### src/design/fnsw_pkg.sv
`timescale 1ns / 1ps
`default_nettype none
// -----------------------------------------------------------------------------
// fnsw_pkg
// Shared types and constants for the first-negative sliding window block.
// -----------------------------------------------------------------------------
package fnsw_pkg;

   localparam int SAMPLE_W       = 16;
   localparam int CSR_W          = 7;
   localparam int MAX_WINDOW_DEF = 64;

   localparam logic [CSR_W-1:0] WINDOW_SIZE_RESET = 7'd3;

   typedef struct packed {
      logic signed [SAMPLE_W-1:0] sample;
      logic                       stream_start;
      logic                       stream_end;
   } req_type;

   typedef struct packed {
      logic signed [SAMPLE_W-1:0] first_negative;
      logic                       found;
      logic                       last;
   } rsp_type;

   // Per-beat controls broadcast to every cell
   typedef struct packed {
      logic                acc;
      logic                clr;
      logic                push;
      logic [SAMPLE_W-1:0] sample;
   } step_type;

   typedef struct packed {
      logic pend;
      logic clean;
   } status_type;

endpackage
`default_nettype wire

### src/design/fnsw_cell.sv
`timescale 1ns / 1ps
`default_nettype none
// -----------------------------------------------------------------------------
// fnsw_cell
// One queue slot: a negative sample and its age, shifting toward the head.
// -----------------------------------------------------------------------------
module fnsw_cell
   import fnsw_pkg::*;
#(
   parameter int CW = 7
) (
   input  wire logic                clock,
   input  wire logic                reset,
   input  wire step_type            step,
   input  wire logic                shift,
   input  wire logic [CW-1:0]       k,
   input  wire logic                up_keep,
   input  wire logic [SAMPLE_W-1:0] up_value,
   input  wire logic [CW-1:0]       up_age,
   input  wire logic                low_src_valid,
   output logic                     keep_o,
   output logic                     src_valid_o,
   output logic                     valid_o,
   output logic [SAMPLE_W-1:0]      value_o,
   output logic [CW-1:0]            age_o
);

   logic                valid_ff, valid_in;
   logic [SAMPLE_W-1:0] value_ff, value_in;
   logic [CW-1:0]       age_ff, age_in;
   logic                keep;
   logic                src_valid;
   logic [SAMPLE_W-1:0] src_value;
   logic [CW-1:0]       src_age;
   logic                take;

   // drop the entry on a stream restart or once it has aged out of the window
   assign keep = valid_ff && !step.clr && !(step.acc && (age_ff >= k));

   assign src_valid = shift ? up_keep  : keep;
   assign src_value = shift ? up_value : value_ff;
   assign src_age   = shift ? up_age   : age_ff;

   // the new sample lands just past the last occupied slot
   assign take = step.push && !src_valid && low_src_valid;

   always_comb begin
      if (take) begin
         valid_in = 1'b1;
         value_in = step.sample;
         age_in   = CW'(1);
      end else begin
         valid_in = src_valid;
         value_in = src_value;
         age_in   = step.acc ? src_age + CW'(1) : src_age;
      end
   end

   always_ff @(posedge clock) begin
      if (reset) begin
         valid_ff <= 1'b0;
      end else begin
         valid_ff <= valid_in;
      end
   end

   always_ff @(posedge clock) begin
      value_ff <= value_in;
      age_ff   <= age_in;
   end

   assign keep_o      = keep;
   assign src_valid_o = src_valid;
   assign valid_o     = valid_ff;
   assign value_o     = value_ff;
   assign age_o       = age_ff;

endmodule
`default_nettype wire

### src/design/fnsw_ctrl.sv
`timescale 1ns / 1ps
`default_nettype none
// -----------------------------------------------------------------------------
// fnsw_ctrl
// Window size register, stream tracking, result staging and handshakes.
// -----------------------------------------------------------------------------
module fnsw_ctrl
   import fnsw_pkg::*;
#(
   parameter int MAX_WINDOW = MAX_WINDOW_DEF,
   localparam int CW = $clog2(MAX_WINDOW + 1)
) (
   input  wire logic                clock,
   input  wire logic                reset,
   input  wire logic                req_valid,
   output logic                     req_stall,
   input  wire req_type             req_payload,
   output logic                     rsp_valid,
   input  wire logic                rsp_stall,
   output rsp_type                  rsp_payload,
   input  wire logic                csr_valid,
   output logic                     csr_ready,
   input  wire logic [CSR_W-1:0]    csr_data,
   input  wire logic                head_valid,
   input  wire logic [SAMPLE_W-1:0] head_value,
   input  wire logic                any_valid,
   output step_type                 step,
   output logic [CW-1:0]            k,
   output status_type               status
);

   localparam int KW = (CW > CSR_W) ? CW : CSR_W;

   logic [CSR_W-1:0] ws_ff;
   logic [CW-1:0]    cnt_ff, cnt_in, cnt_cur;
   logic             filled_ff, filled_cur;
   logic             ended_ff;
   logic             pend_ff, pend_last_ff;
   logic             rsp_valid_ff;
   rsp_type          rsp_ff;
   logic [KW-1:0]    ws_ext, k_full;
   logic             acc, clr, emit;
   logic             clean, out_free, move;

   assign csr_ready = 1'b1;

   // clamp the window size to 1..MAX_WINDOW
   assign ws_ext = KW'(ws_ff);
   assign k_full = (ws_ff == '0) ? KW'(1)
                 : ((ws_ext > KW'(MAX_WINDOW)) ? KW'(MAX_WINDOW) : ws_ext);
   assign k      = k_full[CW-1:0];

   // hold input while a staged result cannot leave yet
   assign clean     = head_valid || !any_valid;
   assign out_free  = !rsp_valid_ff || !rsp_stall;
   assign move      = pend_ff && clean && out_free;
   assign req_stall = pend_ff && !move;

   assign acc = req_valid && !req_stall;
   assign clr = acc && (req_payload.stream_start || ended_ff);

   assign cnt_cur    = clr ? '0 : cnt_ff;
   assign filled_cur = clr ? 1'b0 : filled_ff;
   assign cnt_in     = (cnt_cur == CW'(MAX_WINDOW)) ? cnt_cur : cnt_cur + CW'(1);
   assign emit       = acc && (filled_cur ||
                       (({1'b0, cnt_cur} + (CW+1)'(1)) >= {1'b0, k}));

   assign step.acc    = acc;
   assign step.clr    = clr;
   assign step.push   = acc && req_payload.sample[SAMPLE_W-1];
   assign step.sample = req_payload.sample;

   always_ff @(posedge clock) begin
      if (reset) begin
         ws_ff <= WINDOW_SIZE_RESET;
      end else if (csr_valid && csr_ready) begin
         ws_ff <= csr_data;
      end
   end

   always_ff @(posedge clock) begin
      if (reset) begin
         cnt_ff    <= '0;
         filled_ff <= 1'b0;
         ended_ff  <= 1'b0;
      end else if (acc) begin
         cnt_ff    <= cnt_in;
         filled_ff <= emit;
         ended_ff  <= req_payload.stream_end;
      end
   end

   always_ff @(posedge clock) begin
      if (reset) begin
         pend_ff <= 1'b0;
      end else if (emit) begin
         pend_ff <= 1'b1;
      end else if (move) begin
         pend_ff <= 1'b0;
      end
   end

   always_ff @(posedge clock) begin
      if (emit) begin
         pend_last_ff <= req_payload.stream_end;
      end
   end

   always_ff @(posedge clock) begin
      if (reset) begin
         rsp_valid_ff <= 1'b0;
      end else if (move) begin
         rsp_valid_ff <= 1'b1;
      end else if (!rsp_stall) begin
         rsp_valid_ff <= 1'b0;
      end
   end

   always_ff @(posedge clock) begin
      if (move) begin
         rsp_ff.first_negative <= head_valid ? head_value : '0;
         rsp_ff.found          <= head_valid;
         rsp_ff.last           <= pend_last_ff;
      end
   end

   assign rsp_valid    = rsp_valid_ff;
   assign rsp_payload  = rsp_ff;
   assign status.pend  = pend_ff;
   assign status.clean = clean;

endmodule
`default_nettype wire

### src/design/first_negative_sliding_window_top.sv
`timescale 1ns / 1ps
`default_nettype none
// -----------------------------------------------------------------------------
// first_negative_sliding_window_top
// Oldest negative sample in a sliding window, kept in a row of queue cells.
//
//   channel | ports                            | direction
//   --------+----------------------------------+---------------------------
//   req     | req_valid, req_stall, req_payload | samples in
//   rsp     | rsp_valid, rsp_stall, rsp_payload | window results out
//   csr     | csr_valid, csr_ready, csr_data    | window size write
//
// One sample per cycle while req_stall is low; each result is first staged
// as pending, then registered onto rsp. After the window size shrinks, the
// first sample may drop several entries; the row then closes the gap one
// cell per cycle with req_stall high before that result leaves.
// Reset is synchronous; queue cells need no clearing pass.
// A stalled rsp holds the result; one more sample is taken before req stalls.
// -----------------------------------------------------------------------------
module first_negative_sliding_window_top
   import fnsw_pkg::*;
#(
   parameter int MAX_WINDOW = MAX_WINDOW_DEF
) (
   input  wire logic             clock,
   input  wire logic             reset,
   input  wire logic             req_valid,
   output logic                  req_stall,
   input  wire req_type          req_payload,
   output logic                  rsp_valid,
   input  wire logic             rsp_stall,
   output rsp_type               rsp_payload,
   input  wire logic             csr_valid,
   output logic                  csr_ready,
   input  wire logic [CSR_W-1:0] csr_data
);

   localparam int CW = $clog2(MAX_WINDOW + 1);

   step_type            step;
   status_type          status;
   logic [CW-1:0]       k;
   logic                shift;
   logic                any_src;
   logic                any_valid;
   logic [MAX_WINDOW:0] keep_w;
   logic [MAX_WINDOW-1:0] src_v;
   logic [MAX_WINDOW-1:0] valid_w;
   logic [MAX_WINDOW-1:0] low_v;
   logic [SAMPLE_W-1:0] value_w [MAX_WINDOW+1];
   logic [CW-1:0]       age_w [MAX_WINDOW+1];

   // nothing shifts in past the last cell
   assign keep_w[MAX_WINDOW]  = 1'b0;
   assign value_w[MAX_WINDOW] = '0;
   assign age_w[MAX_WINDOW]   = '0;

   // advance the row whenever the head slot is empty
   assign shift     = !keep_w[0];
   assign any_src   = |src_v;
   assign any_valid = |valid_w;
   assign low_v[0]  = !any_src;

   genvar i;
   generate
      for (i = 1; i < MAX_WINDOW; i++) begin : g_low
         assign low_v[i] = src_v[i-1];
      end
      for (i = 0; i < MAX_WINDOW; i++) begin : g_cell
         fnsw_cell #(
            .CW (CW)
         ) u_cell (
            .clock         (clock),
            .reset         (reset),
            .step          (step),
            .shift         (shift),
            .k             (k),
            .up_keep       (keep_w[i+1]),
            .up_value      (value_w[i+1]),
            .up_age        (age_w[i+1]),
            .low_src_valid (low_v[i]),
            .keep_o        (keep_w[i]),
            .src_valid_o   (src_v[i]),
            .valid_o       (valid_w[i]),
            .value_o       (value_w[i]),
            .age_o         (age_w[i])
         );
      end
   endgenerate

   fnsw_ctrl #(
      .MAX_WINDOW (MAX_WINDOW)
   ) u_ctrl (
      .clock       (clock),
      .reset       (reset),
      .req_valid   (req_valid),
      .req_stall   (req_stall),
      .req_payload (req_payload),
      .rsp_valid   (rsp_valid),
      .rsp_stall   (rsp_stall),
      .rsp_payload (rsp_payload),
      .csr_valid   (csr_valid),
      .csr_ready   (csr_ready),
      .csr_data    (csr_data),
      .head_valid  (valid_w[0]),
      .head_value  (value_w[0]),
      .any_valid   (any_valid),
      .step        (step),
      .k           (k),
      .status      (status)
   );

`ifndef SYNTHESIS
   a_zero_when_none : assert property (@(posedge clock) disable iff (reset)
      rsp_valid && !rsp_payload.found |-> rsp_payload.first_negative == '0)
      else $error("result without negative carries a nonzero value");

   a_stall_on_gap : assert property (@(posedge clock) disable iff (reset)
      status.pend && !status.clean |-> req_stall)
      else $error("sample taken while the queue head is still being compacted");

   a_head_age : assert property (@(posedge clock) disable iff (reset)
      valid_w[0] |-> age_w[0] != '0)
      else $error("queue head holds a zero age");

   a_rsp_source : assert property (@(posedge clock) disable iff (reset)
      $rose(rsp_valid) |-> $past(status.pend))
      else $error("result appeared without a staged sample");
`endif

endmodule
`default_nettype wire
### config.mk
export PLATFORM = sky130hd
export DESIGN_NAME = first_negative_sliding_window_top
export DESIGN_NICKNAME = d
export VERILOG_FILES = /design/src/design/fnsw_pkg.sv /design/src/design/fnsw_cell.sv /design/src/design/fnsw_ctrl.sv /design/src/design/first_negative_sliding_window_top.sv
export SDC_FILE = /design/constraint.sdc
export NUM_CORES = 2
export LEC_CHECK = 0
export ABC_CLOCK_PERIOD_IN_PS = 12400
export BUFFER_PORTS_ARGS = -buffer_cell sky130_fd_sc_hd__buf_2
export CORE_ASPECT_RATIO = 1.1
export CORE_MARGIN = 1.5
export CORE_UTILIZATION = 55
export CTS_CLUSTER_DIAMETER = 30
export CTS_CLUSTER_SIZE = 12
export DETAILED_ROUTE_END_ITERATION = 10
export PLACE_DENSITY = 0.68
export SETUP_SLACK_MARGIN = 0.3
export SYNTH_ARGS = -nofsm -noshare
export SYNTH_HDL_FRONTEND = slang
export SYNTH_SLANG_ARGS = --single-unit
### constraint.sdc
create_clock -name clock -period 12.4 [get_ports clock]
set_input_delay 0.62 -clock clock [delete_from_list [all_inputs] [get_ports clock]]
set_output_delay 0.62 -clock clock [all_outputs]
set_load 0.05 [all_outputs]
==> Word-level counts from Yosys, hierarchy flattened <==
Cells that the tools add are included.
{ "totals": {"ff_bits": 1573, "latch_bits": 0, "ramBits": 0, "romBits": 0, "input_bits": 30, "out_inout_bits": 21, "memories": 0} }
{ "op_classes": {"n_addsub": 66, "multipliers": 0, "n_div": 0, "order_cmp": 66, "eq_ne": 66, "n_shift": 0, "n_mux": 393, "bitwise_logic": 0, "reduce_logical": 470} }
{ "ops": {"columns": ["operator", "n"], "rows": [
  ["16-bit 2-to-1 mux", 128],
  ["7-bit 2-to-1 mux", 132],
  ["7-bit by 1-bit adder with 7-bit output, second input constant", 65],
  ["7-bit greater-or-equal comparator", 64],
  ["1-bit logical AND", 327],
  ["1-bit zero test", 135],
  ["1-bit 2-to-1 mux", 133],
  ["2-bit by 1-bit != test with 1-bit output, second input constant", 64],
  ["64-bit OR reduction", 2],
  ["7-bit by 1-bit adder with 8-bit output, second input constant", 1],
  ["8-bit by 7-bit greater-or-equal comparator with 1-bit output", 1],
  ["7-bit equality test, second input constant", 1],
  ["7-bit greater-than comparator, second input constant", 1],
  ["7-bit zero test", 1],
  ["1-bit logical OR", 4],
  ["2-bit != test, second input constant", 1],
  ["2-bit nonzero test", 1]
]} }

==> Longest topological paths before layout <==
{ "depth": {"depth_word": 18, "depth_mapped": 23, "mapped_depth_nobuf": 19} }

==> By module <==
A second synthesis with hierarchy kept.
{ "unflattened": {"hier_cells": 7675, "hier_area_um2": 91850.6} }
{ "modules_own_cells": {"columns": ["module", "n_inst", "cells_each", "area_per_inst_um2", "seq_area_each_um2"], "rows": [
  ["fnsw_cell", 64, 116, 1398.8, 640.6],
  ["fnsw_ctrl", 1, 207, 2047.0, 930.9],
  ["first_negative_sliding_window_top", 1, 44, 277.8, 0.0]
]} }

==> Worst setup path before layout <==
OpenSTA, ideal clock, no wires.
{ "synth_timing": {"kind": "reg2reg", "start": "register u_ctrl.ws_ff[6], in the netlist u_ctrl.ws_ext[6]", "end": "register g_cell[57].u_cell.value_ff[0], enable pin", "setup_time_ns": 0.411, "arrival_time_ns": 6.650, "required_ns": 11.989, "setup_slack_ns": 5.339, "path_stages_with_launch": 13, "period_less_slack_ns": 7.061, "cell_sequence": "dfxtp_1 > inv_1 > nand2_1 > ha_1 > a21o_1 > a211oi_2 > a41o_1 > buf_6 > buf_4 > buf_4 > mux2_2 > or2_2 > o21ai_0"} }
{ "synth_between": {"elab_chain_len": 12, "word_cells_on_any_way": 26, "classes_between": "order compare (5); eq/ne (1); mux (4); reduce/logical (16)"} }
{ "synth_lines": {"columns": ["element", "line", "text"], "rows": [
  ["from (decl)", "fnsw_ctrl.sv:34", "logic [CSR_W-1:0] ws_ff;"],
  ["from (signal assigned)", "fnsw_ctrl.sv:77", "ws_ff <= csr_data;"],
  ["7-bit greater-than comparator", "fnsw_ctrl.sv:50", ": ((ws_ext > KW'(MAX_WINDOW)) ? KW'(MAX_WINDOW) : ws_ext);"],
  ["7-bit 2-to-1 mux", "fnsw_ctrl.sv:50", null],
  ["7-bit 2-to-1 mux *", "fnsw_ctrl.sv:49", "assign k_full = (ws_ff == '0) ? KW'(1)"],
  ["7-bit greater-or-equal comparator", "fnsw_cell.sv:38", "assign keep = valid_ff && !step.clr && !(step.acc && (age_ff >= k));"],
  ["1-bit logical AND", "fnsw_cell.sv:38", null],
  ["1-bit zero test", "fnsw_cell.sv:38", null],
  ["1-bit logical AND", "fnsw_cell.sv:38", null],
  ["1-bit 2-to-1 mux", "fnsw_cell.sv:40", "assign src_valid = shift ? up_keep : keep;"],
  ["1-bit zero test", "fnsw_cell.sv:45", "assign take = step.push && !src_valid && low_src_valid;"],
  ["1-bit logical AND (2 in a row)", "fnsw_cell.sv:45", null],
  ["2-bit by 1-bit != test with 1-bit output (no source line) *", null, null],
  ["to (signal assigned)", "fnsw_cell.sv:68", "value_ff <= value_in;"],
  ["to (decl)", "fnsw_cell.sv:29", "logic [SAMPLE_W-1:0] value_ff, value_in;"]
]} }
Every way passes the cells marked *; elsewhere a longest branch is shown, timed or not.
A chain may end at the register's enable or synchronous reset.

==> Worst setup path after layout <==
{ "layout_timing": {"start": "register u_ctrl.ws_ff[6], in the netlist u_ctrl.ws_ext[6]", "end": "register g_cell[32].u_cell.value_ff[9], enable pin"} }
{ "layout_between": {"elab_chain_len": 12, "word_cells_on_any_way": 26, "classes_between": "order compare (5); eq/ne (1); mux (4); reduce/logical (16)"} }
{ "layout_lines": {"columns": ["element", "line"], "rows": [
  ["7-bit greater-than comparator", "fnsw_ctrl.sv:50"],
  ["7-bit 2-to-1 mux", "fnsw_ctrl.sv:50"],
  ["7-bit 2-to-1 mux *", "fnsw_ctrl.sv:49"],
  ["7-bit greater-or-equal comparator", "fnsw_cell.sv:38"],
  ["1-bit logical AND", "fnsw_cell.sv:38"],
  ["1-bit zero test", "fnsw_cell.sv:38"],
  ["1-bit logical AND", "fnsw_cell.sv:38"],
  ["1-bit 2-to-1 mux", "fnsw_cell.sv:40"],
  ["1-bit zero test", "fnsw_cell.sv:45"],
  ["1-bit logical AND (2 in a row)", "fnsw_cell.sv:45"],
  ["2-bit by 1-bit != test with 1-bit output (no source line) *", null],
  ["to (signal assigned)", "fnsw_cell.sv:68"],
  ["to (decl)", "fnsw_cell.sv:29"]
]} }
Marks and branches as above.

==> run_results.csv <==
group,metric,value,unit
status,status,"completed",
worst_setup_path,cpPeakStageDelay,880,ps
floorplan,dieArea,155000,um^2
worst_setup_path,worstSetupStartpoint,"u_ctrl.ws_ext[6]",
final_layout,fillers,11462,
synth,yosys-top-cells-count,"edfxtp_1, nand2_1, mux2_2",
worst_setup_path,crit_chain,"inv_4, buf_4, nand2_4, ha_1, a21o_1, a211oi_2, a41o_4, inv_8, buf_12, or3_1, a31oi_2, nand3_1, nand2_1",
worst_setup_path,worst_path_max_delay_cell,"nand2_1",
synth,synth_seq_cells,1573,
synth,synth-adder-area-share,7.77,%
cts,cts_buffers,347,
sta,finalSetupViolCount,0,
grt,antenna_found_initial,3,
synth,yosysMostFrequentCell,"edfxtp_1",
synth,ys_seq_area_share,50.0,%
synth,synth_top_area_share,37.4,%
detailed_routing,wire_per_inst,21.7,um
floorplan,io_pins,51,
sta,tns,0,ps
sta,tightest_slew,1290,ps
synth,yosys-top-cells-area,"edfxtp_1, dfxtp_1, mux2_2, ha_1, nand2_1",
detailed_routing,dr_total_vias,58630,
worst_setup_path,start_kind,"flip-flop",
grt,overflow,0,
worst_setup_path,path_class,"flip-flop to flip-flop",
sta,finalMaxSlewViolations,0,
synth,synth_nets,8163,
synth,synth_area,83900,um^2
sta,rsz0062_at_grt,"no",
place,port_buffers,49,
sta,fin_crit_sh,61.5,%
synth,synth.distinct_cells,89,
power_and_ir_drop,p_int,19.2,mW
sta,period_needed,7630,ps
sta,relSlewSlack,13.8,%
floorplan,rows,150,
cts,cts_resized,0,
worst_setup_path,worstPathArrival,8140,ps
detailed_routing,met1Wirelength,91300,um
place,hpwl,138000,um
final_layout,diodes,0,
worst_setup_path,critPathRequiredTime,12910,ps
sta,finalClockSkew,66.2,ps
final_layout,ff_latch_area,41900,um^2
final_layout,multi_input_area,39100,um^2
power_and_ir_drop,leakage,39.4,nW
detailed_routing,drt-pass1-iter-count,6,
synth,ys_async_sr_fraction,0,%
cts,insertion_delay,940,ps
place,gp_congestion,0.895,
cts,clk_pin_slew,50,ps
synth,synth-simple-area-share,12.5,%
power_and_ir_drop,power.share.switching,33.6,%
synth,synth_top_cell_by_area,"edfxtp_1",
detailed_routing,ant_nets,0,
synth,muxShareOfSynthArea,14.4,%
power_and_ir_drop,power_density,297,nW/um^2
floorplan,start_util,55.3,%
final_layout,finish.net_count,8238,
min_path,min_from,"csr_valid",
sta,finalHoldViolCount,0,
run,maxCapViolCount,0,
worst_setup_path,end_kind,"flip-flop",
cts,tritoncts,"yes",
detailed_routing,post_drt_via_cell_ratio,5.90,
detailed_routing,drtIter0Drc,4641,
power_and_ir_drop,switching_power,9.70,mW
worst_setup_path,worstReg2RegStart,"u_ctrl.ws_ext[6]",
detailed_routing,drt_wl_total,216000,um
synth,synthFlopType,"edfxtp_1",
synth,syn_area_per_cell,11.0,um^2
cts,clock_sinks,1573,
final_layout,drive_gt1_share,20.1,%
grt,grt_max_degree,160,
cts,htree_num_levels,5,
synth,synth_edf_count,1043,
grt,grt_pass1_vias,58640,
detailed_routing,drc,0,
min_path,hp-class,"input port to flip-flop",
floorplan,die_y,413,um
worst_setup_path,cp_max_fo,159,
grt,grt_usage,27.7,%
sta,max_freq,131,MHz
cts,root_buffer,"clkbuf_16",
synth,yosys_warnings,0,
detailed_routing,dr_wl_met2,100000,um
power_and_ir_drop,ir_drop,0.000205,V
final_layout,syn2layout_area_growth,16.2,%
synth,synthXorXnorAreaFrac,4.47,%
detailed_routing,highest_layer,"met5",
power_and_ir_drop,p_seq_share,36.2,%
power_and_ir_drop,clock_power_share,31.8,%
synth,syn_inst,7612,
synth,synth_compound_area_share,7.28,%
grt,grt_pass1_wl,336000,um
detailed_routing,wl_met3,17000,um
floorplan,die_w,375,um
power_and_ir_drop,pwr-share-comb,32.0,%
sta,fin_hold_ws,143,ps
synth,synth_top_family_by_area,"multiplexers",
floorplan,core_area,152000,um^2
cts,clk_path_buf_depth,4,
-- worst max-delay path, delay by kind of cell, from the launching register on --
kind,cells,cell delay [ps]
buffers and inverters,4,1560
AOI/OAI and AO/OA,4,1920
DFF,1,370
adders and majority gates,1,450
and+or+nand+nor,4,2690
-- through the flow --
| step | total power [mW] | std cells | worst slack (ps) | cell area, um^2 | utilization (%) |
|---|---|---|---|---|---|
| after floorplan | 17.0 | 7612 | 5340 | 83900 | - |
| after detailed placement | 19.5 | 9297 | 4940 | 85600 | 56.4 |
| after CTS | 28.9 | 9930 | 4870 | 97500 | 64.3 |
| after global routing | 30.6 | 9932 | 4490 | 97500 | 64.3 |
| after global placement | 19.2 | 9297 | 5020 | 85600 | 56.4 |
| final | 28.9 | 9932 | 4770 | 97500 | 64.3 |
-- state kept, by name (all words and copies together) (netlist names) --
name,flops
g_cell.u_cell.value_o,1024
g_cell.u_cell.age_o,448
g_cell.u_cell.valid_o,64
u_ctrl.rsp_payload,18
u_ctrl.cnt_ff,7
u_ctrl.ws_ext,7
u_ctrl.ended_ff,1
u_ctrl.filled_ff,1
u_ctrl.pend_ff,1
u_ctrl.pend_last_ff,1
u_ctrl.rsp_valid,1
-- layout by cell type, fill, tap and decap left out, types with 225 or more instances in the layout --
| cell type | n |
|---|---|
| a21oi_1 | 344 |
| nand3_1 | 338 |
| nor2_1 | 578 |
| edfxtp_1 | 1043 |
| dfxtp_1 | 530 |
| ha_1 | 521 |
| nand2_1 | 991 |
| clkbuf_16 | 355 |
| mux2_2 | 724 |
| mux2i_1 | 370 |
| xnor2_1 | 287 |
| inv_1 | 225 |
-- repair_timing --
| action | in CTS | in global routing |
|---|---|---|
| setup buffers | 0 | 0 |
| endpoints found under the hold margin | 19 | 0 |
| hold buffers | 15 | 0 |
-- cell families (layout without fill, tap and decap cells) --
family	Yosys count	in the layout
AND/OR/NAND/NOR	2347	2347
flip-flops	1573	1573
buffers and inverters	678	1022
XOR/XNOR	428	428
multiplexers	1109	1109
other	1	1
adder cells (fa/ha/maj)	521	521
AO/OA/AOI/OAI	955	955
-- cell type report --
cell class | instances | share of cell area (%)
Inverter | 227 | 0.884
Timing Repair Buffer | 177 | 1.37
Clock buffer | 413 | 9.54
Multi-Input combinational cell | 5361 | 40.2
Sequential cell | 1573 | 43.0
Clock inverter | 205 | 2.49
Tap cell | 1976 | 2.54
-- power by group through the flow --
stage	clock [mW]	combinational, mW	sequential, mW
floorplan	0	7.22	9.83
global placement	0	8.77	10.4
detailed placement	0	9.07	10.5
CTS	9.28	9.21	10.4
global route	9.54	10.3	10.7
finish	9.19	9.26	10.5
-- routing by layer --
metal,GRT usage (%),vias up
li1,-,27542
met1,36.3,28618
met2,44.6,2018
met3,6.26,448
met4,10.6,4
met5,0,-
-- final timing paths --
check | end | slack, ps | cells after the start
hold / removal | u_ctrl.ws_ext[2] | 140 | 3
setup reg to reg | g_cell[32].u_cell.value_o[9] | 4770 | 13
setup / recovery | g_cell[32].u_cell.value_o[9] | 4770 | 13
hold reg to reg | u_ctrl.rsp_payload[0] | 430 | 0
No activity file was read; power rests on OpenSTA's default activity.
